## config.mk

```make
export PLATFORM = sky130hd
export DESIGN_NAME = integer_field_scanner_core
export DESIGN_NICKNAME = d
export VERILOG_FILES = /design/src/design/ifs_pkg.sv /design/src/design/ifs_fifo.sv /design/src/design/ifs_front.sv /design/src/design/ifs_back.sv /design/src/design/integer_field_scanner_core.sv
export VERILOG_INCLUDE_DIRS = /design/src /design/src/design
export SDC_FILE = /design/constraint.sdc
export NUM_CORES = 1
export LEC_CHECK = 0
export ABC_AREA = 1
export BUFFER_PORTS_ARGS = -buffer_cell sky130_fd_sc_hd__buf_4
export CAP_MARGIN = 5
export CORE_MARGIN = 8
export CORE_UTILIZATION = 67
export DETAILED_ROUTE_END_ITERATION = 6
export PLACE_DENSITY = 0.95
export SLEW_MARGIN = 5
export SYNTH_ARGS = -nofsm -noshare
export SYNTH_HDL_FRONTEND = slang
export SYNTH_SLANG_ARGS = --single-unit
```

## constraint.sdc

```tcl
create_clock -name i_clk -period 10.1 [get_ports i_clk]
set_clock_uncertainty 0.15 [all_clocks]
set_input_delay 0 -clock i_clk [delete_from_list [all_inputs] [get_ports i_clk]]
set_output_delay 0 -clock i_clk [all_outputs]
set_load 0.005 [all_outputs]
```

## src/design/integer_field_scanner_core_macros.svh

```systemverilog
// Assertion macros used by the integer field scanner back stage.
`ifndef INTEGER_FIELD_SCANNER_CORE_MACROS_SVH
`define INTEGER_FIELD_SCANNER_CORE_MACROS_SVH

// Consequent must hold in the same cycle as the antecedent.
`define IFS_ASSERT_SAME(label, clk, rst_n, ante, cons) \
    label: assert property (@(posedge clk) disable iff (!rst_n) (ante) |-> (cons)) \
        else $error("scanner assertion failed");

// Consequent must hold in the cycle after the antecedent.
`define IFS_ASSERT_NEXT(label, clk, rst_n, ante, cons) \
    label: assert property (@(posedge clk) disable iff (!rst_n) (ante) |=> (cons)) \
        else $error("scanner assertion failed");

`endif

```

## src/design/ifs_pkg.sv

```systemverilog
// Shared types, constants and helpers of the integer field scanner.
package ifs_pkg;

    localparam int VALUE_BITS  = 64;
    localparam int QUEUE_DEPTH = 2;
    localparam int CFG_ADDR_W  = 4;
    localparam int CFG_DATA_W  = 32;

    // Register indexes on the configuration port.
    localparam logic [1:0] REG_KIND  = 2'd0;
    localparam logic [1:0] REG_MAXW  = 2'd1;
    localparam logic [1:0] REG_RSIZE = 2'd2;

    // Conversion kinds that need special handling; other codes scan decimal.
    localparam logic [2:0] KIND_AUTO = 3'd1;
    localparam logic [2:0] KIND_HEX  = 3'd3;
    localparam logic [2:0] KIND_OCT  = 3'd4;

    localparam logic [1:0] SIZE_8  = 2'd0;
    localparam logic [1:0] SIZE_16 = 2'd1;
    localparam logic [1:0] SIZE_32 = 2'd2;
    localparam logic [1:0] SIZE_64 = 2'd3;

    typedef enum logic [1:0] {
        ST_OK    = 2'd0,
        ST_MATCH = 2'd1,
        ST_INPUT = 2'd2
    } t_status;

    typedef enum logic [1:0] {
        PH_SKIP,
        PH_SIGN,
        PH_ZERO,
        PH_DIGITS
    } t_phase;

    typedef enum logic [1:0] {
        BASE_DEC,
        BASE_OCT,
        BASE_HEX
    } t_base;

    typedef struct packed {
        logic [2:0] kind;
        logic [9:0] max_width;
        logic [1:0] result_size;
    } t_cfg;

    typedef struct packed {
        logic       eoi;
        logic       ws;
        logic       plus;
        logic       minus;
        logic       zero;
        logic       x;
        logic       dig_valid;
        logic [5:0] digit;
    } t_char_class;

    typedef struct packed {
        t_status     status;
        logic        neg;
        logic        consumed;
        logic [15:0] count;
    } t_res_info;

    function automatic logic [63:0] size_mask(input logic [1:0] size);
        logic [63:0] m;
        case (size)
            SIZE_8:  m = 64'h0000_0000_0000_00ff;
            SIZE_16: m = 64'h0000_0000_0000_ffff;
            SIZE_32: m = 64'h0000_0000_ffff_ffff;
            SIZE_64: m = 64'hffff_ffff_ffff_ffff;
            default: m = 64'hffff_ffff_ffff_ffff;
        endcase
        return m;
    endfunction

endpackage

```

## src/design/ifs_fifo.sv

```systemverilog
// Small register queue used between the scanner stages and at the result side.
module ifs_fifo #(
    parameter int WIDTH = 8,
    parameter int DEPTH = ifs_pkg::QUEUE_DEPTH
) (
    input  logic             i_clk,
    input  logic             i_rst_n,
    input  logic             i_push,
    input  logic [WIDTH-1:0] i_data,
    output logic             o_full,
    input  logic             i_pop,
    output logic [WIDTH-1:0] o_data,
    output logic             o_empty
);
    localparam int PTR_W = (DEPTH > 1) ? $clog2(DEPTH) : 1;
    localparam int CNT_W = $clog2(DEPTH + 1);

    logic [WIDTH-1:0] r_mem [DEPTH];
    logic [PTR_W-1:0] r_wptr;
    logic [PTR_W-1:0] r_rptr;
    logic [CNT_W-1:0] r_count;
    logic             w_push;
    logic             w_pop;

    assign o_full  = (r_count == CNT_W'(DEPTH));
    assign o_empty = (r_count == '0);
    assign w_push  = i_push && !o_full;
    assign w_pop   = i_pop && !o_empty;
    assign o_data  = r_mem[r_rptr];

    always_ff @(posedge i_clk) begin
        if (w_push) begin
            r_mem[r_wptr] <= i_data;
        end
    end

    always_ff @(posedge i_clk) begin
        if (!i_rst_n) begin
            r_wptr  <= '0;
            r_rptr  <= '0;
            r_count <= '0;
        end else begin
            if (w_push) begin
                r_wptr <= (r_wptr == PTR_W'(DEPTH - 1)) ? '0 : r_wptr + 1'b1;
            end
            if (w_pop) begin
                r_rptr <= (r_rptr == PTR_W'(DEPTH - 1)) ? '0 : r_rptr + 1'b1;
            end
            if (w_push && !w_pop) begin
                r_count <= r_count + CNT_W'(1);
            end else if (w_pop && !w_push) begin
                r_count <= r_count - CNT_W'(1);
            end
        end
    end

endmodule

```

## src/design/ifs_front.sv

```systemverilog
// Front stage: takes characters, classifies them and queues them for the scanner.
module ifs_front (
    input  logic                 i_clk,
    input  logic                 i_rst_n,
    input  logic                 i_push,
    output logic                 o_full,
    input  logic [7:0]           i_char_code,
    input  logic                 i_end_of_input,
    input  logic                 i_pop,
    output logic                 o_empty,
    output ifs_pkg::t_char_class o_class
);
    localparam int CLS_W = $bits(ifs_pkg::t_char_class);

    ifs_pkg::t_char_class w_class;
    logic [CLS_W-1:0]     w_q_data;

    always_comb begin
        w_class           = '0;
        w_class.eoi       = i_end_of_input;
        w_class.ws        = i_char_code inside {8'h20, 8'h09, 8'h0a, 8'h0b, 8'h0c, 8'h0d};
        w_class.plus      = (i_char_code == 8'h2b);
        w_class.minus     = (i_char_code == 8'h2d);
        w_class.zero      = (i_char_code == 8'h30);
        w_class.x         = (i_char_code == 8'h78) || (i_char_code == 8'h58);
        // Digit value as in base 36; the scanner checks it against its base.
        if (i_char_code inside {[8'h30:8'h39]}) begin
            w_class.dig_valid = 1'b1;
            w_class.digit     = 6'(i_char_code - 8'h30);
        end else if (i_char_code inside {[8'h61:8'h7a]}) begin
            w_class.dig_valid = 1'b1;
            w_class.digit     = 6'(i_char_code - 8'h57);
        end else if (i_char_code inside {[8'h41:8'h5a]}) begin
            w_class.dig_valid = 1'b1;
            w_class.digit     = 6'(i_char_code - 8'h37);
        end
    end

    ifs_fifo #(
        .WIDTH (CLS_W),
        .DEPTH (ifs_pkg::QUEUE_DEPTH)
    ) u_queue (
        .i_clk   (i_clk),
        .i_rst_n (i_rst_n),
        .i_push  (i_push),
        .i_data  (w_class),
        .o_full  (o_full),
        .i_pop   (i_pop),
        .o_data  (w_q_data),
        .o_empty (o_empty)
    );

    assign o_class = ifs_pkg::t_char_class'(w_q_data);

endmodule

```

## src/design/ifs_back.sv

```systemverilog
// Back stage: field state machine, digit accumulation and the result queue.
`include "integer_field_scanner_core_macros.svh"

module ifs_back #(
    parameter int VALUE_BITS = ifs_pkg::VALUE_BITS
) (
    input  logic                 i_clk,
    input  logic                 i_rst_n,
    input  ifs_pkg::t_cfg        i_cfg,
    input  logic                 i_q_empty,
    input  ifs_pkg::t_char_class i_class,
    output logic                 o_q_pop,
    output logic                 o_empty,
    input  logic                 i_pop,
    output logic [1:0]           o_status,
    output logic [63:0]          o_value,
    output logic                 o_char_consumed,
    output logic [15:0]          o_chars_consumed
);
    localparam int INFO_W = $bits(ifs_pkg::t_res_info);
    localparam int RES_W  = INFO_W + VALUE_BITS;

    ifs_pkg::t_phase          r_phase, n_phase;
    ifs_pkg::t_base           r_base, n_base;
    logic                     r_neg, n_neg;
    logic [VALUE_BITS-1:0]    r_acc, n_acc;
    logic [9:0]               r_width, n_width;
    logic [15:0]              r_total, n_total;

    ifs_pkg::t_base           w_eff_base;
    ifs_pkg::t_base           w_kind_base;
    logic [5:0]               w_base_val;
    logic [VALUE_BITS-1:0]    w_acc_md;
    logic [9:0]               w_width_inc;
    logic [15:0]              w_total_inc;
    logic                     w_room_b;
    logic                     w_room_a;
    logic                     w_prefix;
    logic                     w_dig_ok;
    logic                     w_fire;
    logic                     w_oq_full;
    logic                     w_emit;
    ifs_pkg::t_status         w_status;
    logic                     w_cons;
    logic                     w_take;
    logic                     w_ws;
    logic                     w_digit;
    ifs_pkg::t_res_info       w_info;
    logic [RES_W-1:0]         w_res;
    logic [RES_W-1:0]         w_oq_data;
    ifs_pkg::t_res_info       w_out_info;
    logic [VALUE_BITS-1:0]    w_out_acc;
    logic [VALUE_BITS-1:0]    w_out_signed;

    // One queued character is handled per cycle while the result queue has room.
    assign w_fire  = !i_q_empty && !w_oq_full;
    assign o_q_pop = w_fire;

    always_comb begin
        case (i_cfg.kind)
            ifs_pkg::KIND_HEX: w_kind_base = ifs_pkg::BASE_HEX;
            ifs_pkg::KIND_OCT: w_kind_base = ifs_pkg::BASE_OCT;
            default:           w_kind_base = ifs_pkg::BASE_DEC;
        endcase
    end

    assign w_prefix = (i_cfg.kind == ifs_pkg::KIND_AUTO) || (i_cfg.kind == ifs_pkg::KIND_HEX);

    // The base is latched at the first non-space character; a lone leading
    // zero under auto base switches to octal.
    always_comb begin
        if (r_phase == ifs_pkg::PH_SKIP) begin
            w_eff_base = w_kind_base;
        end else if (r_phase == ifs_pkg::PH_ZERO && i_cfg.kind == ifs_pkg::KIND_AUTO) begin
            w_eff_base = ifs_pkg::BASE_OCT;
        end else begin
            w_eff_base = r_base;
        end
    end

    always_comb begin
        case (w_eff_base)
            ifs_pkg::BASE_HEX: w_base_val = 6'd16;
            ifs_pkg::BASE_OCT: w_base_val = 6'd8;
            default:           w_base_val = 6'd10;
        endcase
    end

    assign w_acc_md = ((w_eff_base == ifs_pkg::BASE_HEX) ? (r_acc << 4) : (r_acc << 3))
                    + ((w_eff_base == ifs_pkg::BASE_DEC) ? (r_acc << 1) : '0)
                    + VALUE_BITS'(i_class.digit);

    assign w_width_inc = (r_width == '1) ? r_width : r_width + 10'd1;
    assign w_total_inc = (r_total == '1) ? r_total : r_total + 16'd1;
    assign w_room_b    = (i_cfg.max_width == '0) || (r_width < i_cfg.max_width);
    assign w_room_a    = (i_cfg.max_width == '0) || (w_width_inc < i_cfg.max_width);
    assign w_dig_ok    = i_class.dig_valid && w_room_b && (i_class.digit < w_base_val);

    // Next state and field-end decision.
    always_comb begin
        n_phase  = r_phase;
        n_base   = r_base;
        n_neg    = r_neg;
        w_emit   = 1'b0;
        w_status = ifs_pkg::ST_OK;
        w_cons   = 1'b0;
        w_take   = 1'b0;
        w_ws     = 1'b0;
        w_digit  = 1'b0;
        if (i_class.eoi) begin
            w_emit = 1'b1;
            case (r_phase)
                ifs_pkg::PH_SKIP: w_status = ifs_pkg::ST_INPUT;
                ifs_pkg::PH_SIGN: w_status = ifs_pkg::ST_MATCH;
                default:          w_status = ifs_pkg::ST_OK;
            endcase
        end else if (r_phase == ifs_pkg::PH_SKIP && i_class.ws) begin
            w_ws = 1'b1;
        end else if (r_phase == ifs_pkg::PH_SKIP && (i_class.plus || i_class.minus)) begin
            n_base  = w_kind_base;
            n_neg   = i_class.minus;
            n_phase = ifs_pkg::PH_SIGN;
            w_take  = 1'b1;
            if (!w_room_a) begin
                w_emit   = 1'b1;
                w_status = ifs_pkg::ST_MATCH;
                w_cons   = 1'b1;
            end
        end else if (r_phase == ifs_pkg::PH_SKIP || r_phase == ifs_pkg::PH_SIGN) begin
            n_base = w_eff_base;
            if (w_room_b && w_prefix && i_class.zero) begin
                n_phase = ifs_pkg::PH_ZERO;
                w_take  = 1'b1;
                w_emit  = !w_room_a;
                w_cons  = 1'b1;
            end else if (w_dig_ok) begin
                n_phase = ifs_pkg::PH_DIGITS;
                w_digit = 1'b1;
                w_take  = 1'b1;
                w_emit  = !w_room_a;
                w_cons  = 1'b1;
            end else begin
                w_emit   = 1'b1;
                w_status = ifs_pkg::ST_MATCH;
            end
        end else if (r_phase == ifs_pkg::PH_ZERO && w_room_b && i_class.x) begin
            n_base  = ifs_pkg::BASE_HEX;
            n_phase = ifs_pkg::PH_DIGITS;
            w_take  = 1'b1;
            w_emit  = !w_room_a;
            w_cons  = 1'b1;
        end else begin
            n_base  = w_eff_base;
            n_phase = ifs_pkg::PH_DIGITS;
            if (w_dig_ok) begin
                w_digit = 1'b1;
                w_take  = 1'b1;
                w_emit  = !w_room_a;
                w_cons  = 1'b1;
            end else begin
                w_emit = 1'b1;
            end
        end
        if (w_emit) begin
            n_phase = ifs_pkg::PH_SKIP;
            n_base  = ifs_pkg::BASE_DEC;
            n_neg   = 1'b0;
        end
    end

    // Datapath next values and the result record.
    always_comb begin
        n_acc   = w_digit ? w_acc_md : r_acc;
        n_width = w_take ? w_width_inc : r_width;
        n_total = (w_take || w_ws) ? w_total_inc : r_total;

        w_info          = '0;
        w_info.status   = w_status;
        w_info.neg      = r_neg || (w_take && i_class.minus && r_phase == ifs_pkg::PH_SKIP);
        w_info.consumed = w_cons;
        w_info.count    = n_total;
        w_res           = {w_info, n_acc};

        if (w_emit) begin
            n_acc   = '0;
            n_width = '0;
            n_total = '0;
        end
    end

    always_ff @(posedge i_clk) begin
        if (!i_rst_n) begin
            r_phase <= ifs_pkg::PH_SKIP;
            r_base  <= ifs_pkg::BASE_DEC;
            r_neg   <= 1'b0;
            r_acc   <= '0;
            r_width <= '0;
            r_total <= '0;
        end else if (w_fire) begin
            r_phase <= n_phase;
            r_base  <= n_base;
            r_neg   <= n_neg;
            r_acc   <= n_acc;
            r_width <= n_width;
            r_total <= n_total;
        end
    end

    ifs_fifo #(
        .WIDTH (RES_W),
        .DEPTH (ifs_pkg::QUEUE_DEPTH)
    ) u_result_q (
        .i_clk   (i_clk),
        .i_rst_n (i_rst_n),
        .i_push  (w_fire && w_emit),
        .i_data  (w_res),
        .o_full  (w_oq_full),
        .i_pop   (i_pop),
        .o_data  (w_oq_data),
        .o_empty (o_empty)
    );

    // Sign and size are applied on the way out of the result queue.
    assign w_out_info   = ifs_pkg::t_res_info'(w_oq_data[RES_W-1:VALUE_BITS]);
    assign w_out_acc    = w_oq_data[VALUE_BITS-1:0];
    assign w_out_signed = w_out_info.neg ? ('0 - w_out_acc) : w_out_acc;

    assign o_status         = w_out_info.status;
    assign o_char_consumed  = w_out_info.consumed;
    assign o_chars_consumed = w_out_info.count;
    assign o_value          = (w_out_info.status == ifs_pkg::ST_OK)
                            ? (64'(w_out_signed) & ifs_pkg::size_mask(i_cfg.result_size))
                            : 64'd0;

    `IFS_ASSERT_NEXT(a_clear_after_result, i_clk, i_rst_n, w_fire && w_emit, r_phase == ifs_pkg::PH_SKIP && r_total == '0)
    `IFS_ASSERT_SAME(a_skip_is_clean, i_clk, i_rst_n, r_phase == ifs_pkg::PH_SKIP, r_acc == '0 && r_width == '0)
    `IFS_ASSERT_SAME(a_input_fail_not_taken, i_clk, i_rst_n, w_fire && w_emit && w_status == ifs_pkg::ST_INPUT, !w_cons)

endmodule

```

## src/design/integer_field_scanner_core.sv

```systemverilog
// Throughput: one character per cycle, sustained while results are popped.
// A result is written to the result queue when the character that ends the field
// leaves the character queue; the result ports show the head of the result queue.
// Reset is synchronous and active low; it empties both queues, restarts the field
// and restores the configuration registers. No clearing pass is needed.
module integer_field_scanner_core #(
    parameter int VALUE_BITS = ifs_pkg::VALUE_BITS
) (
    input  logic                           i_clk,
    input  logic                           i_rst_n,
    input  logic                           psel,
    input  logic                           penable,
    input  logic                           pwrite,
    input  logic [ifs_pkg::CFG_ADDR_W-1:0] paddr,
    input  logic [ifs_pkg::CFG_DATA_W-1:0] pwdata,
    output logic [ifs_pkg::CFG_DATA_W-1:0] prdata,
    output logic                           pready,
    input  logic                           push,
    output logic                           full,
    input  logic [7:0]                     i_char_code,
    input  logic                           i_end_of_input,
    output logic                           empty,
    input  logic                           pop,
    output logic [1:0]                     o_status,
    output logic [63:0]                    o_value,
    output logic                           o_char_consumed,
    output logic [15:0]                    o_chars_consumed
);
    ifs_pkg::t_cfg        r_cfg;
    ifs_pkg::t_char_class w_class;
    logic                 w_q_empty;
    logic                 w_q_pop;
    logic                 w_wr;
    logic [1:0]           w_reg_idx;

    assign pready    = 1'b1;
    assign w_reg_idx = paddr[3:2];
    assign w_wr      = psel && penable && pwrite && pready;

    always_ff @(posedge i_clk) begin
        if (!i_rst_n) begin
            r_cfg.kind        <= '0;
            r_cfg.max_width   <= '0;
            r_cfg.result_size <= ifs_pkg::SIZE_32;
        end else if (w_wr) begin
            case (w_reg_idx)
                ifs_pkg::REG_KIND:  r_cfg.kind        <= pwdata[2:0];
                ifs_pkg::REG_MAXW:  r_cfg.max_width   <= pwdata[9:0];
                ifs_pkg::REG_RSIZE: r_cfg.result_size <= pwdata[1:0];
                default: ;
            endcase
        end
    end

    always_comb begin
        case (w_reg_idx)
            ifs_pkg::REG_KIND:  prdata = ifs_pkg::CFG_DATA_W'(r_cfg.kind);
            ifs_pkg::REG_MAXW:  prdata = ifs_pkg::CFG_DATA_W'(r_cfg.max_width);
            ifs_pkg::REG_RSIZE: prdata = ifs_pkg::CFG_DATA_W'(r_cfg.result_size);
            default:            prdata = '0;
        endcase
    end

    ifs_front u_front (
        .i_clk          (i_clk),
        .i_rst_n        (i_rst_n),
        .i_push         (push),
        .o_full         (full),
        .i_char_code    (i_char_code),
        .i_end_of_input (i_end_of_input),
        .i_pop          (w_q_pop),
        .o_empty        (w_q_empty),
        .o_class        (w_class)
    );

    ifs_back #(
        .VALUE_BITS (VALUE_BITS)
    ) u_back (
        .i_clk            (i_clk),
        .i_rst_n          (i_rst_n),
        .i_cfg            (r_cfg),
        .i_q_empty        (w_q_empty),
        .i_class          (w_class),
        .o_q_pop          (w_q_pop),
        .o_empty          (empty),
        .i_pop            (pop),
        .o_status         (o_status),
        .o_value          (o_value),
        .o_char_consumed  (o_char_consumed),
        .o_chars_consumed (o_chars_consumed)
    );

endmodule
```

== Yosys cells after proc, flatten, opt, wreduce, memory -nomap -nowiden ==
Memory sizes are Yosys's and may differ from the RTL's. A register that Yosys moved wholly into a read port is not among the register bits.
Cells that the tools add are included.

* Output and inout port bits: 118
* Bits in registers: 118
* Input port bits: 52
* Memories: 2
* Logic and storage cells: 224
* RAM bits: 194

* Reduce and logical (&&, ||, !) cells: 63
* Equal/unequal tests: 30
* Order comparisons: 9
* Add/subtract/negate cells: 16
* Mux-type cells: 88
* Bitwise operators: 1

{| class="wikitable"
|+ Memories
! memory !! words !! width !! rd ports !! clocked after Yosys merged registers in !! write ports !! RTL line !! text
|-
| u_back.u_result_q.r_mem || 2 || 84 || 1 || 1 || 1 || ifs_fifo.sv:18 || <nowiki>logic [WIDTH-1:0] r_mem [DEPTH];</nowiki>
|-
| u_front.u_queue.r_mem || 2 || 13 || 1 || 1 || 1 || ifs_fifo.sv:18 ||
|}

{| class="wikitable"
|+ Operators by type and width
! cell !! count
|-
| 64-bit two-way mux || 6
|-
| 64-bit case mux with 4 select lines || 1
|-
| 64-bit by 6-bit adder with 64-bit output || 1
|-
| 64-bit adder || 1
|-
| 64-bit bitwise AND || 1
|-
| 1-bit by 64-bit subtractor with 64-bit output (first input constant) || 1
|-
| 16-bit two-way mux || 3
|-
| 2-bit two-way mux || 24
|-
| 1-bit two-way mux || 44
|-
| 8-bit by 4-bit == test with 1-bit output (second input constant) || 5
|-
| 8-bit by 6-bit == test with 1-bit output (second input constant) || 4
|-
| 10-bit two-way mux || 3
|-
| 10-bit case mux with 3 select lines || 1
|-
| 1-bit logical AND || 26
|-
| 7-bit two-way mux || 3
|-
| 10-bit < comparator || 2
|-
| 16-bit by 1-bit adder with 16-bit output (second input constant) || 1
|-
| 16-bit == test (second input constant) || 1
|-
| 8-bit by 7-bit == test with 1-bit output (second input constant) || 2
|-
| 8-bit by 7-bit greater-or-equal comparator with 1-bit output (second input constant) || 2
|-
| 8-bit by 7-bit less-or-equal comparator with 1-bit output (second input constant) || 2
|-
| 2-bit == test (second input constant) || 7
|-
| 2-bit logical NOT || 7
|-
| 6-bit subtractor (second input constant) || 2
|-
| 26 further kinds || 57
|}

== Depth between registers and ports, before layout ==
Gate-level depths: netlist of the first run.

* Word-level depth: 20
* Depth in mapped cells: 29
* Depth with buffers taken out: 27

== Modules after synthesis ==
From an unflattened synthesis of the first run, not the netlist that was laid out.

* Cells, all modules: 3495
* Area, all modules: 24687.4 um2

{| class="wikitable"
|+ By module, submodules not included
! module !! seq. area each (um2) !! instances !! cells each !! area an instance (um2)
|-
| ifs_back || 1901.8 || 1 || 2853 || 15329.7
|-
| ifs_fifo at u_back.u_result_q || 5144.9 || 1 || 299 || 6546.3
|-
| ifs_fifo at u_front.u_queue || 880.8 || 1 || 78 || 1186.1
|-
| integer_field_scanner_core || 300.3 || 1 || 150 || 962.2
|-
| ifs_front || 0.0 || 1 || 115 || 663.1
|}

== Worst setup path after synthesis of the first run ==
OpenSTA, ideal clock, no wires.

* Path type: register to register
* From: register u_back.r_phase[1]
* To: memory u_back.u_result_q.r_mem[0][0] (netlist bit), enable pin
* Cell stages (with the launch flop): 20
* Required time: 9.423 ns
* Library setup time: 0.527 ns
* Buffers on the path: 0
* Period minus slack after synthesis: 6.657 ns
* Slack: 3.443 ns
* Arrival time: 5.980 ns
* Cells stage by stage: dfxtp_1 inv_1 nor2_1 or3b_2 nand2_1 o21ai_0 ha_1 ha_1 nand2_1 nand2_1 nand2_1 nand3_1 nand3_1 nand2_1 nor2_1 nand2_1 nand2_1 nand2_1 nand2_1 nor2_1

* Cells in the longest elaborated chain, start to end: 18
* Elaborated cells on any way between the ends: 27
* Those cells by class: 1 x order compare; 4 x eq/ne; 12 x mux; 10 x reduce/logical

{| class="wikitable"
|+ Ends and longest elaborated chain
! item !! RTL line !! text
|-
| start, declared || ifs_back.sv:23 || <nowiki>ifs_pkg::t_phase r_phase, n_phase;</nowiki>
|-
| start signal, assigned || ifs_back.sv:193 || <nowiki>r_phase <= ifs_pkg::PH_SKIP;</nowiki>
|-
| start signal, assigned || ifs_back.sv:200 || <nowiki>r_phase <= n_phase;</nowiki>
|-
| 2-bit == test || ifs_back.sv:74, ifs_back.sv:146 ||
|-
| 1-bit logical AND || ifs_back.sv:74 || <nowiki>end else if (r_phase == ifs_pkg::PH_ZERO && i_cfg.kind == ifs_pkg::KIND_AUTO) begin</nowiki>
|-
| 2-bit two-way mux || ifs_back.sv:74 ||
|-
| 2-bit two-way mux || ifs_back.sv:72 || <nowiki>if (r_phase == ifs_pkg::PH_SKIP) begin</nowiki>
|-
| 2-bit by 1-bit == test with 1-bit output / 2-bit == test (equally long branches) || ifs_back.sv:82 || <nowiki>case (w_eff_base)</nowiki>
|-
| 5-bit case mux with 2 select lines || ifs_back.sv:82 ||
|-
| 6-bit by 5-bit < comparator with 1-bit output || ifs_back.sv:97 || <nowiki>assign w_dig_ok = i_class.dig_valid && w_room_b && (i_class.digit < w_base_val);</nowiki>
|-
| 1-bit logical AND || ifs_back.sv:97 ||
|-
| (+2 left out) || - ||
|-
| 1-bit two-way mux || ifs_back.sv:129 || <nowiki>end else if (r_phase == ifs_pkg::PH_SKIP || r_phase == ifs_pkg::PH_SIGN) begin</nowiki>
|-
| 1-bit two-way mux || ifs_back.sv:119 || <nowiki>end else if (r_phase == ifs_pkg::PH_SKIP && (i_class.plus || i_class.minus)) begin</nowiki>
|-
| 1-bit two-way mux * || ifs_back.sv:117 || <nowiki>end else if (r_phase == ifs_pkg::PH_SKIP && i_class.ws) begin</nowiki>
|-
| 1-bit two-way mux * || ifs_back.sv:110 || <nowiki>if (i_class.eoi) begin</nowiki>
|-
| 1-bit logical AND * || ifs_back.sv:215 || <nowiki>.i_push (w_fire && w_emit),</nowiki>
|-
| 1-bit logical AND * || ifs_fifo.sv:27 || <nowiki>assign w_push = i_push && !o_full;</nowiki>
|-
| 1-bit two-way mux * || ifs_fifo.sv:32 || <nowiki>if (w_push) begin</nowiki>
|-
| 1-bit two-way mux (not written as such) * || ifs_fifo.sv:33 || <nowiki>r_mem[r_wptr] <= i_data;</nowiki>
|-
| end, declared || ifs_fifo.sv:18 ||
|}

Every way passes the cells marked *; elsewhere a longest branch is shown, timed or not.

== Worst setup path after layout of the first run ==
* From: register u_back.r_phase[1]
* To: register u_back.r_acc[48]

* Cells in the longest elaborated chain, start to end: 16
* Elaborated cells on any way between the ends: 37
* Those cells by class: 2 x add/sub; 1 x order compare; 4 x eq/ne; 21 x mux; 9 x reduce/logical

{| class="wikitable"
|+ Ends and longest elaborated chain
! item !! RTL line !! text
|-
| parallel branches: the longest is 14 deep, another holds 64-bit adder || - ||
|-
| 64-bit two-way mux * || ifs_back.sv:173 || <nowiki>n_acc = w_digit ? w_acc_md : r_acc;</nowiki>
|-
| net u_back.u_result_q.i_data[48] || ifs_fifo.sv:9 || <nowiki>input logic [WIDTH-1:0] i_data,</nowiki>
|-
| 64-bit two-way mux * || ifs_back.sv:184 || <nowiki>if (w_emit) begin</nowiki>
|-
| end signal, assigned || ifs_back.sv:203 || <nowiki>r_acc <= n_acc;</nowiki>
|-
| end, declared || ifs_back.sv:26 || <nowiki>logic [VALUE_BITS-1:0] r_acc, n_acc;</nowiki>
|}

Mark *: on every way through the listed nets, which the timed path passes.
A chain may end at the register's enable or synchronous reset.

==> metrics.md, run 1 <==
| Metric | Value |
|---|---|
| Delay-heaviest family, CP | `compound AO/OA/AOI/OAI gates` |
| First drt pass iteration count | `7` |
| Crit end category | `flop` |
| Endpoints failing setup | `0` |
| Largest stage delay on the critical path | `0.69 ns` |
| Met3 wire len | `9.20 mm` |
| CTS Sinks | `314` |
| Crit path time final | `6.09 ns` |
| Placer congestion estimate | `1.02` |
| Syn avg cell area | `6.94 sq um` |
| Maximum clock frequency | `164 MHz` |
| #FFs+latches synth | `314` |
| CP bufs+invs | `5` |
| Die Area | `40500 sq um` |
| Vias | `23800` |
| Hold Crit Class | `input pin to flop` |
| Worst-Margin Slew | `1.22 ns` |
| Placed insts | `3799` |
| Worst Setup SP | `u_back.r_phase[1]` |
| Clk buf depth | `3` |
| Post-CTS Resized | `0` |
| Count leader, synth | `nand2_1` |
| Crit path kind | `flop to flop` |
| Tcrit/Tclk final | `60.3%` |
| CTS buffer count | `35` |
| Die Span X | `201 um` |
| Synth Flop Type | `edfxtp_1` |
| Initial core utilization | `67.3%` |
| Crit path max fanout | `63` |
| Share of cells above drive strength 1 | `7.60%` |
| Reg clk slew, reported paths | `0.06 ns` |
| Ys async rst share | `0%` |
| Drt drc | `3` |
| Root Driver | `clkbuf_16` |
| Die height | `201 um` |
| Uppermost layer routed | `met4` |
| Final nets | `3634` |
| Failing checks | `design-rule violations` |
| Largest area contributor in the netlist | `edfxtp_1` |
| Register area share after synthesis | `35.8%` |
| Max-cap violations | `0` |
| Post-DP HPWL | `54.2 mm` |
| Worst path cell trace | `inv_1 -> nor2_1 -> or3b_2 -> nand2_1 -> o21ai_0 -> ha_2 -> buf_4 -> nand2_1 -> inv_1 -> fa_1 -> inv_1 -> fa_1 -> o31ai_1 -> nand2_1 -> nand2_1 -> inv_1 -> o21bai_1 -> nand2_1 -> nand3_1 -> nor2_1 -> o21ai_0 -> nand2_1 -> a21oi_1` |
| Post-route insts no fill | `3902` |
| Top post-synthesis cells by count | `nand2_1 (977), inv_1 (369), nor2_1 (348)` |
| Buffers on Ports | `122` |
| Number of vias per cell | `6.11` |
| Cell variety after synth | `59` |
| Slew Viols, Final | `0` |
| Syn. warnings | `0` |
| Inserted Diodes | `0` |
| Congestion Overflow GR | `0` |
| CP Launch Type | `flop` |
| Ranking of synthesized cells by area | `edfxtp_1 (25%), nand2_1 (16%), dfxtp_1 (10%)` |
| Post-CTS Setup Repair Bufs | `0` |
| Hold Path Origin | `i_end_of_input` |
| Clock latency on the worst-skew pair | `0.56 ns` |
| Pwr Total | `5.32 mW` |
| Vias in the first global route | `22700` |
| Layout area overhead | `11.6%` |
| Antenna violations before repair | `0` |
| Relative slew slack | `18.8%` |
| Largest net degree at the start of global routing | `98` |
| Routed WL | `75.4 mm` |
| H-tree Lvls | `2` |
| Final Util | `75.1%` |
| Met2 wire length | `33.4 mm` |
| Drt wl/cell | `19.3 um` |
| I/O Pins | `170` |
| Peak VDD IR | `0.000191 V` |
| Cells after Synth | `3317` |
| Cell Area, Synth | `23000 sq um` |
| FP Rows | `68` |
| First-pass GRT wire length | `118 mm` |
| Status | `finished with violations` |
| Reported leakage power | `11.3 nW` |
| Metal1 wirelength | `29.8 mm` |
| Post-synth EDFFs | `194` |
| RSZ-0062 raised after global routing | `false` |
| Final hold violations | `0` |
| TritonCTS clock tree | `built` |
| TNS Setup | `0 ns` |
| Pwr Density | `207 nW/um^2` |
| Most frequent CP cell | `nand2_1` |
| CP arrival | `6.42 ns` |
| Core area | `34200 sq um` |
| Worst path slowest cell | `o31ai_1` |
| Critical path required time | `10.43 ns` |
| Synth top area share | `25.3%` |
| Total GRT Usage | `35.9%` |
| Worst r2r src | `u_back.r_phase[1]` |
| Post-route ant nets | `0` |
| 1st-iter DRT viols | `2847` |
==> cells in the final DEF, fill, tap and decap left out, drive strengths merged, types with 5 or more instances in the layout <==
cell type and n:
or2 41, nor4 10, nand2 982, o21bai 18
ha 158, nand4 25, xnor2 17, nand3b 7
o21ai 247, a211oi 6, inv 386, clkbuf 44
conb 23, nor3 58, dlygate4sd3 39, o21a 8
buf 134, a21o 10, nor2 358, edfxtp 194
nand3 160, clkinv 11, a21oi 289, o31ai 6
o211ai 9, mux2i 10, and3 5, dfxtp 120
a31oi 5, xor2 34
==> worst reg2reg max path: stages, from the launching register on <==
cell	delay (ns)
dfxtp_1	0.40
inv_1	0.13
nor2_1	0.15
or3b_2	0.49
nand2_1	0.09
o21ai_0	0.28
ha_2	0.32
buf_4	0.32
nand2_1	0.18
inv_1	0.07
fa_1	0.54
inv_1	0.07
fa_1	0.49
o31ai_1	0.69
nand2_1	0.11
nand2_1	0.17
inv_1	0.06
o21bai_1	0.26
nand2_1	0.11
nand3_1	0.15
nor2_1	0.07
o21ai_0	0.44
nand2_1	0.13
a21oi_1	0.16
==> state kept, by name (all words and copies together), names as in the netlist, named ones only <==
| register | flops |
|---|---|
| u_back.r_base | 2 |
| u_back.r_total | 16 |
| u_front.u_queue.r_wptr | 1 |
| u_front.u_queue.r_mem | 26 |
| u_back.r_phase | 2 |
| u_back.r_neg | 1 |
| u_back.r_width | 10 |
| u_back.u_result_q.r_wptr | 1 |
| r_cfg | 15 |
| u_front.u_queue.r_rptr | 1 |
| u_back.u_result_q.r_count | 2 |
| u_back.u_result_q.r_rptr | 1 |
| u_back.r_acc | 64 |
| u_back.u_result_q.r_mem | 168 |
| u_front.u_queue.r_count | 2 |
==> cell type report <==
class                   instances  area [sq um]
clock inverters                20           213
multi-input cells            2513         12900
inverters                     383          1440
fillers                      2505          8510
well taps                     455           569
repair buffers                173          1400
clock buffers                  44           972
flip-flops and latches        314          8230
==> power by group <==
part / switching [mW] / leakage [nW] / internal (mW) / total, mW
logic: 1.58 / 7.94 / 0.613 / 2.19
clock network: 0.565 / 0.575 / 0.771 / 1.34
registers: 0.115 / 2.81 / 1.68 / 1.79
==> through the flow <==
step / area [sq um] / hold slack, ns / worst slack, ns
final: 25700 / 0.102 / 4.01
after CTS: 25700 / 0.0716 / 4.21
after detailed placement: 24100 / 0.0457 / 4.34
after global placement: 24100 / 0.0392 / 4.63
after global routing: 25700 / 0.0850 / 3.63
after floorplan: 23100 / -0.0511 / 3.44
==> metal layers <==
metal	vias to the layer above	global-route usage [%]
li1	11100	-
met1	11000	48.6
met2	1561	56.3
met3	256	6.88
met4	0	13.7
met5	-	0
==> timing repair <==
| action | 4_1_cts | 5_1_grt |
|---|---|---|
| endpoints found under the hold margin | 51 | 0 |
| hold buffers | 39 | 0 |
| endpoints found under the setup margin | 0 | 0 |
==> cells by family (layout without fill, tap and decap cells) <==
kind of cell / Yosys count / after routing / synth area share, %
adder cells (fa/ha/maj): 162 / 162 / 8.94
multiplexers: 10 / 10 / 0.435
AO/OA/AOI/OAI: 612 / 612 / 14.4
flip-flops: 314 / 314 / 35.8
XOR/XNOR: 51 / 51 / 1.94
AND/OR/NAND/NOR: 1655 / 1655 / 29.6
buffers and inverters: 511 / 620 / 8.94
other: 2 / 23 / 0.0326
==> worst paths after layout <==
check	end	slack (ns)	cells past startpoint
setup reg to reg	u_back.r_acc[48]	4.01	23
hold / removal	u_front.u_queue.r_mem[0][12]	0.10	2
setup / recovery	u_back.r_acc[48]	4.01	23
hold reg to reg	u_back.r_base[0]	0.32	2
(Power assumes the default switching activity.)
==> run 2: changes to the inputs <==
CORE_UTILIZATION = 56   (was 67)
PLACE_DENSITY = 0.87   (was 0.95)
clock period = 5.35 ns   (was 10.1 ns; I/O delays follow)
==> metrics.md, run 2 (synthesized netlist as in run 1, its figures left out) <==
| Metric | Value |
|---|---|
| Inserted Diodes | `0 (unchanged)` |
| TritonCTS clock tree | `built (unchanged)` |
| Delay-heaviest family, CP | `simple AND/OR/NAND/NOR gates (was compound AO/OA/AOI/OAI gates)` |
| Commonest non-fill, non-tap cells in the layout | `nand2_1 (976), inv_1 (369), nor2_1 (345) (was nand2_1 (977), inv_1 (369), nor2_1 (345))` |
| Post-route ant nets | `0 (unchanged)` |
| Crit path kind | `flop to flop (unchanged)` |
| Worst-Margin Slew | `1.12 ns (was 1.22 ns)` |
| CP arrival | `5.35 ns (was 6.42 ns)` |
| Die Area | `47800 sq um (was 40500 sq um)` |
| Peak VDD IR | `0.000308 V (was 0.000191 V)` |
| Design area | `26100 sq um (was 25700 sq um)` |
| Die Span X | `219 um (was 201 um)` |
| Final nets | `3667 (was 3634)` |
| Sequential Power Share | `34.3% (was 33.7%)` |
| Worst path slowest cell | `fa_1 (was o31ai_1)` |
| Max-cap violations | `0 (unchanged)` |
| 1st-iter DRT viols | `2900 (was 2847)` |
| Placed cell areas | `24500 sq um (was 24100 sq um)` |
| Clk buf depth | `3 (unchanged)` |
| Top reg by flops | `u_back.u_result_q.r_mem (unchanged)` |
| Pwr Total | `9.77 mW (was 5.32 mW)` |
| Hold Crit Class | `input pin to flop (unchanged)` |
| Antenna violations before repair | `1 (was 0)` |
| Clock power share | `23.3% (was 25.1%)` |
| Critical path required time | `5.64 ns (was 10.43 ns)` |
| Drt wl/cell | `17.1 um (was 19.3 um)` |
| RSZ-0062 raised after global routing | `false (unchanged)` |
| I/O Pins | `170 (unchanged)` |
| Core area | `40700 sq um (was 34200 sq um)` |
| Maximum clock frequency | `198 MHz (was 164 MHz)` |
| Fill cells | `3434 (was 2505)` |
| Worst Setup SP | `u_back.r_phase[1] (unchanged)` |
| Net switching power figure | `4.06 mW (was 2.26 mW)` |
| Placed insts | `3904 (was 3799)` |
| Final hold violations | `0 (unchanged)` |
| Root Driver | `clkbuf_16 (unchanged)` |
| Vias in the first global route | `21000 (was 22700)` |
| Leading registers by flop count | `u_back.u_result_q.r_mem (168), u_back.r_acc (64), u_front.u_queue.r_mem (26) (unchanged)` |
| Crit end category | `flop (unchanged)` |
| Largest net degree at the start of global routing | `83 (was 98)` |
| Placer congestion estimate | `1.13 (was 1.02)` |
| Post-DP HPWL | `50.7 mm (was 54.2 mm)` |
| Post-route insts no fill | `4011 (was 3902)` |
| R2R Path End | `u_back.r_acc[38] (was u_back.r_acc[48])` |
| Worst path depth | `23 (unchanged)` |
| Number of vias per cell | `5.72 (was 6.11)` |
| Total GRT Usage | `27.7% (was 35.9%)` |
| Buffers on Ports | `122 (unchanged)` |
| Die height | `219 um (was 201 um)` |
| Crit path time final | `5.06 ns (was 6.09 ns)` |
| Share of cells above drive strength 1 | `8.45% (was 7.60%)` |
| Worst reg2reg path depth | `23 (unchanged)` |
| Slew Viols, Final | `0 (unchanged)` |
| Endpoints failing setup | `0 (unchanged)` |
| FP Rows | `74 (was 68)` |
| CP bufs+invs | `4 (was 5)` |
| Reported leakage power | `11.5 nW (was 11.3 nW)` |
| Clock latency on the worst-skew pair | `0.54 ns (was 0.56 ns)` |
| CP Launch Type | `flop (unchanged)` |
| Vias | `22900 (was 23800)` |
| Routed WL | `68.6 mm (was 75.4 mm)` |
| First-pass GRT wire length | `108 mm (was 118 mm)` |
| CP Capture Point | `u_back.r_acc[38] (was u_back.r_acc[48])` |
| Cell Int Power | `5.71 mW (was 3.06 mW)` |
| TNS Setup | `0 ns (unchanged)` |
| Congestion Overflow GR | `0 (unchanged)` |
| Pwr Density | `375 nW/um^2 (was 207 nW/um^2)` |
| Tcrit/Tclk final | `94.5% (was 60.3%)` |
| CTS buffer count | `34 (was 35)` |
| Reg clk slew, reported paths | `0.06 ns (about the same)` |
| H-tree Lvls | `2 (unchanged)` |
| Gate power share | `42.4% (was 41.2%)` |
| Layout area overhead | `13.2% (was 11.6%)` |
| Status | `finished clean (was finished with violations)` |
| First drt pass iteration count | `6 (was 7)` |
| Most common cell after layout, fill and taps aside | `nand2_1 (unchanged)` |
| R2R Setup Slk | `0.29 ns (was 4.01 ns)` |
| Worst r2r src | `u_back.r_phase[1] (unchanged)` |
| Worst path cell trace | `inv_1 -> nor2_1 -> or3b_2 -> nand2_1 -> o21ai_0 -> ha_2 -> nand2_1 -> inv_1 -> fa_1 -> inv_1 -> fa_1 -> o31ai_1 -> buf_4 -> nand3_1 -> nand2_1 -> nand2_1 -> nand2_1 -> nand2_1 -> nand3b_1 -> nand3_1 -> nand2_1 -> nand2_1 -> a21oi_1 (was inv_1 -> nor2_1 -> or3b_2 -> nand2_1 -> o21ai_0 -> ha_2 -> buf_4 -> nand2_1 -> inv_1 -> fa_1 -> inv_1 -> fa_1 -> o31ai_1 -> nand2_1 -> nand2_1 -> inv_1 -> o21bai_1 -> nand2_1 -> nand3_1 -> nor2_1 -> o21ai_0 -> nand2_1 -> a21oi_1)` |
| Initial core utilization | `56.5% (was 67.3%)` |
| Net Sw Frac | `41.5% (was 42.4%)` |
| Relative slew slack | `24.9% (was 18.8%)` |
| Most frequent CP cell | `nand2_1 (unchanged)` |
| Max reg flops | `168 (unchanged)` |
| CTS Sinks | `314 (unchanged)` |
| Crit path max fanout | `5 (was 63)` |
| Largest stage delay on the critical path | `0.54 ns (was 0.69 ns)` |
| Drt drc | `0 (was 3)` |
run 2: per-stage QoR:
| step | setup slack (ns) | hold WS [ns] | util, % |
|---|---|---|---|
| after global placement | 0.447 | 0.0414 | 60.2 |
| after global routing | 0.0221 | 0.0810 | 63.9 |
| after detailed placement | 0.306 | 0.0494 | 60.2 |
| after CTS | 0.285 | 0.0853 | 63.9 |
| after floorplan | -1.31 | -0.0511 | - |
| final | 0.293 | 0.0913 | 63.9 |
run 2: worst min path at each step:
stage               cells past startpoint                           end            from
global placement                        1  u_front.u_queue.r_mem[0][12]  i_end_of_input
floorplan                               0  u_front.u_queue.r_mem[0][12]  i_end_of_input
detailed placement                      1  u_front.u_queue.r_mem[1][12]  i_end_of_input
finish                                  2  u_front.u_queue.r_mem[0][12]  i_end_of_input
global route                            2  u_front.u_queue.r_mem[0][12]  i_end_of_input
CTS                                     2  u_front.u_queue.r_mem[0][12]  i_end_of_input
run 2: cell type report:
cell class,count,area [sq um],area share [%]
flip-flops and latches,314,8230,31.6
well taps,532,666,2.56
clock buffers,47,975,3.74
clock inverters,15,106,0.408
multi-input cells,2513,12900,49.5
repair buffers,207,1750,6.71
inverters,383,1440,5.52
run 2: power groups by stage:
stage	Combinational, mW	Sequential, mW	Clock (mW)
after floorplan	2.65	3.37	0
after global placement	3.90	3.35	0
after detailed placement	3.99	3.39	0
after CTS	4.07	3.34	2.29
after global routing	4.55	3.39	2.39
final	4.15	3.35	2.27
run 2: layer usage:
metal | GRT usage (%) | routed length (um) | vias to the layer above
met5 | 0 | 0 | -
met4 | 9.92 | 2490 | 0
met3 | 3.37 | 6880 | 179
met2 | 44.2 | 30400 | 1141
met1 | 38.3 | 28800 | 10500
li1 | - | - | 11100
run 2: what timing repair did:
| action | CTS | global route |
|---|---|---|
| setup buffers | 0 | 2 |
| endpoints found under the setup margin | 0 | 69 |
| hold buffers | 43 | 0 |
| endpoints found under the hold margin | 50 | 0 |
| resized for setup | 0 | 5 |
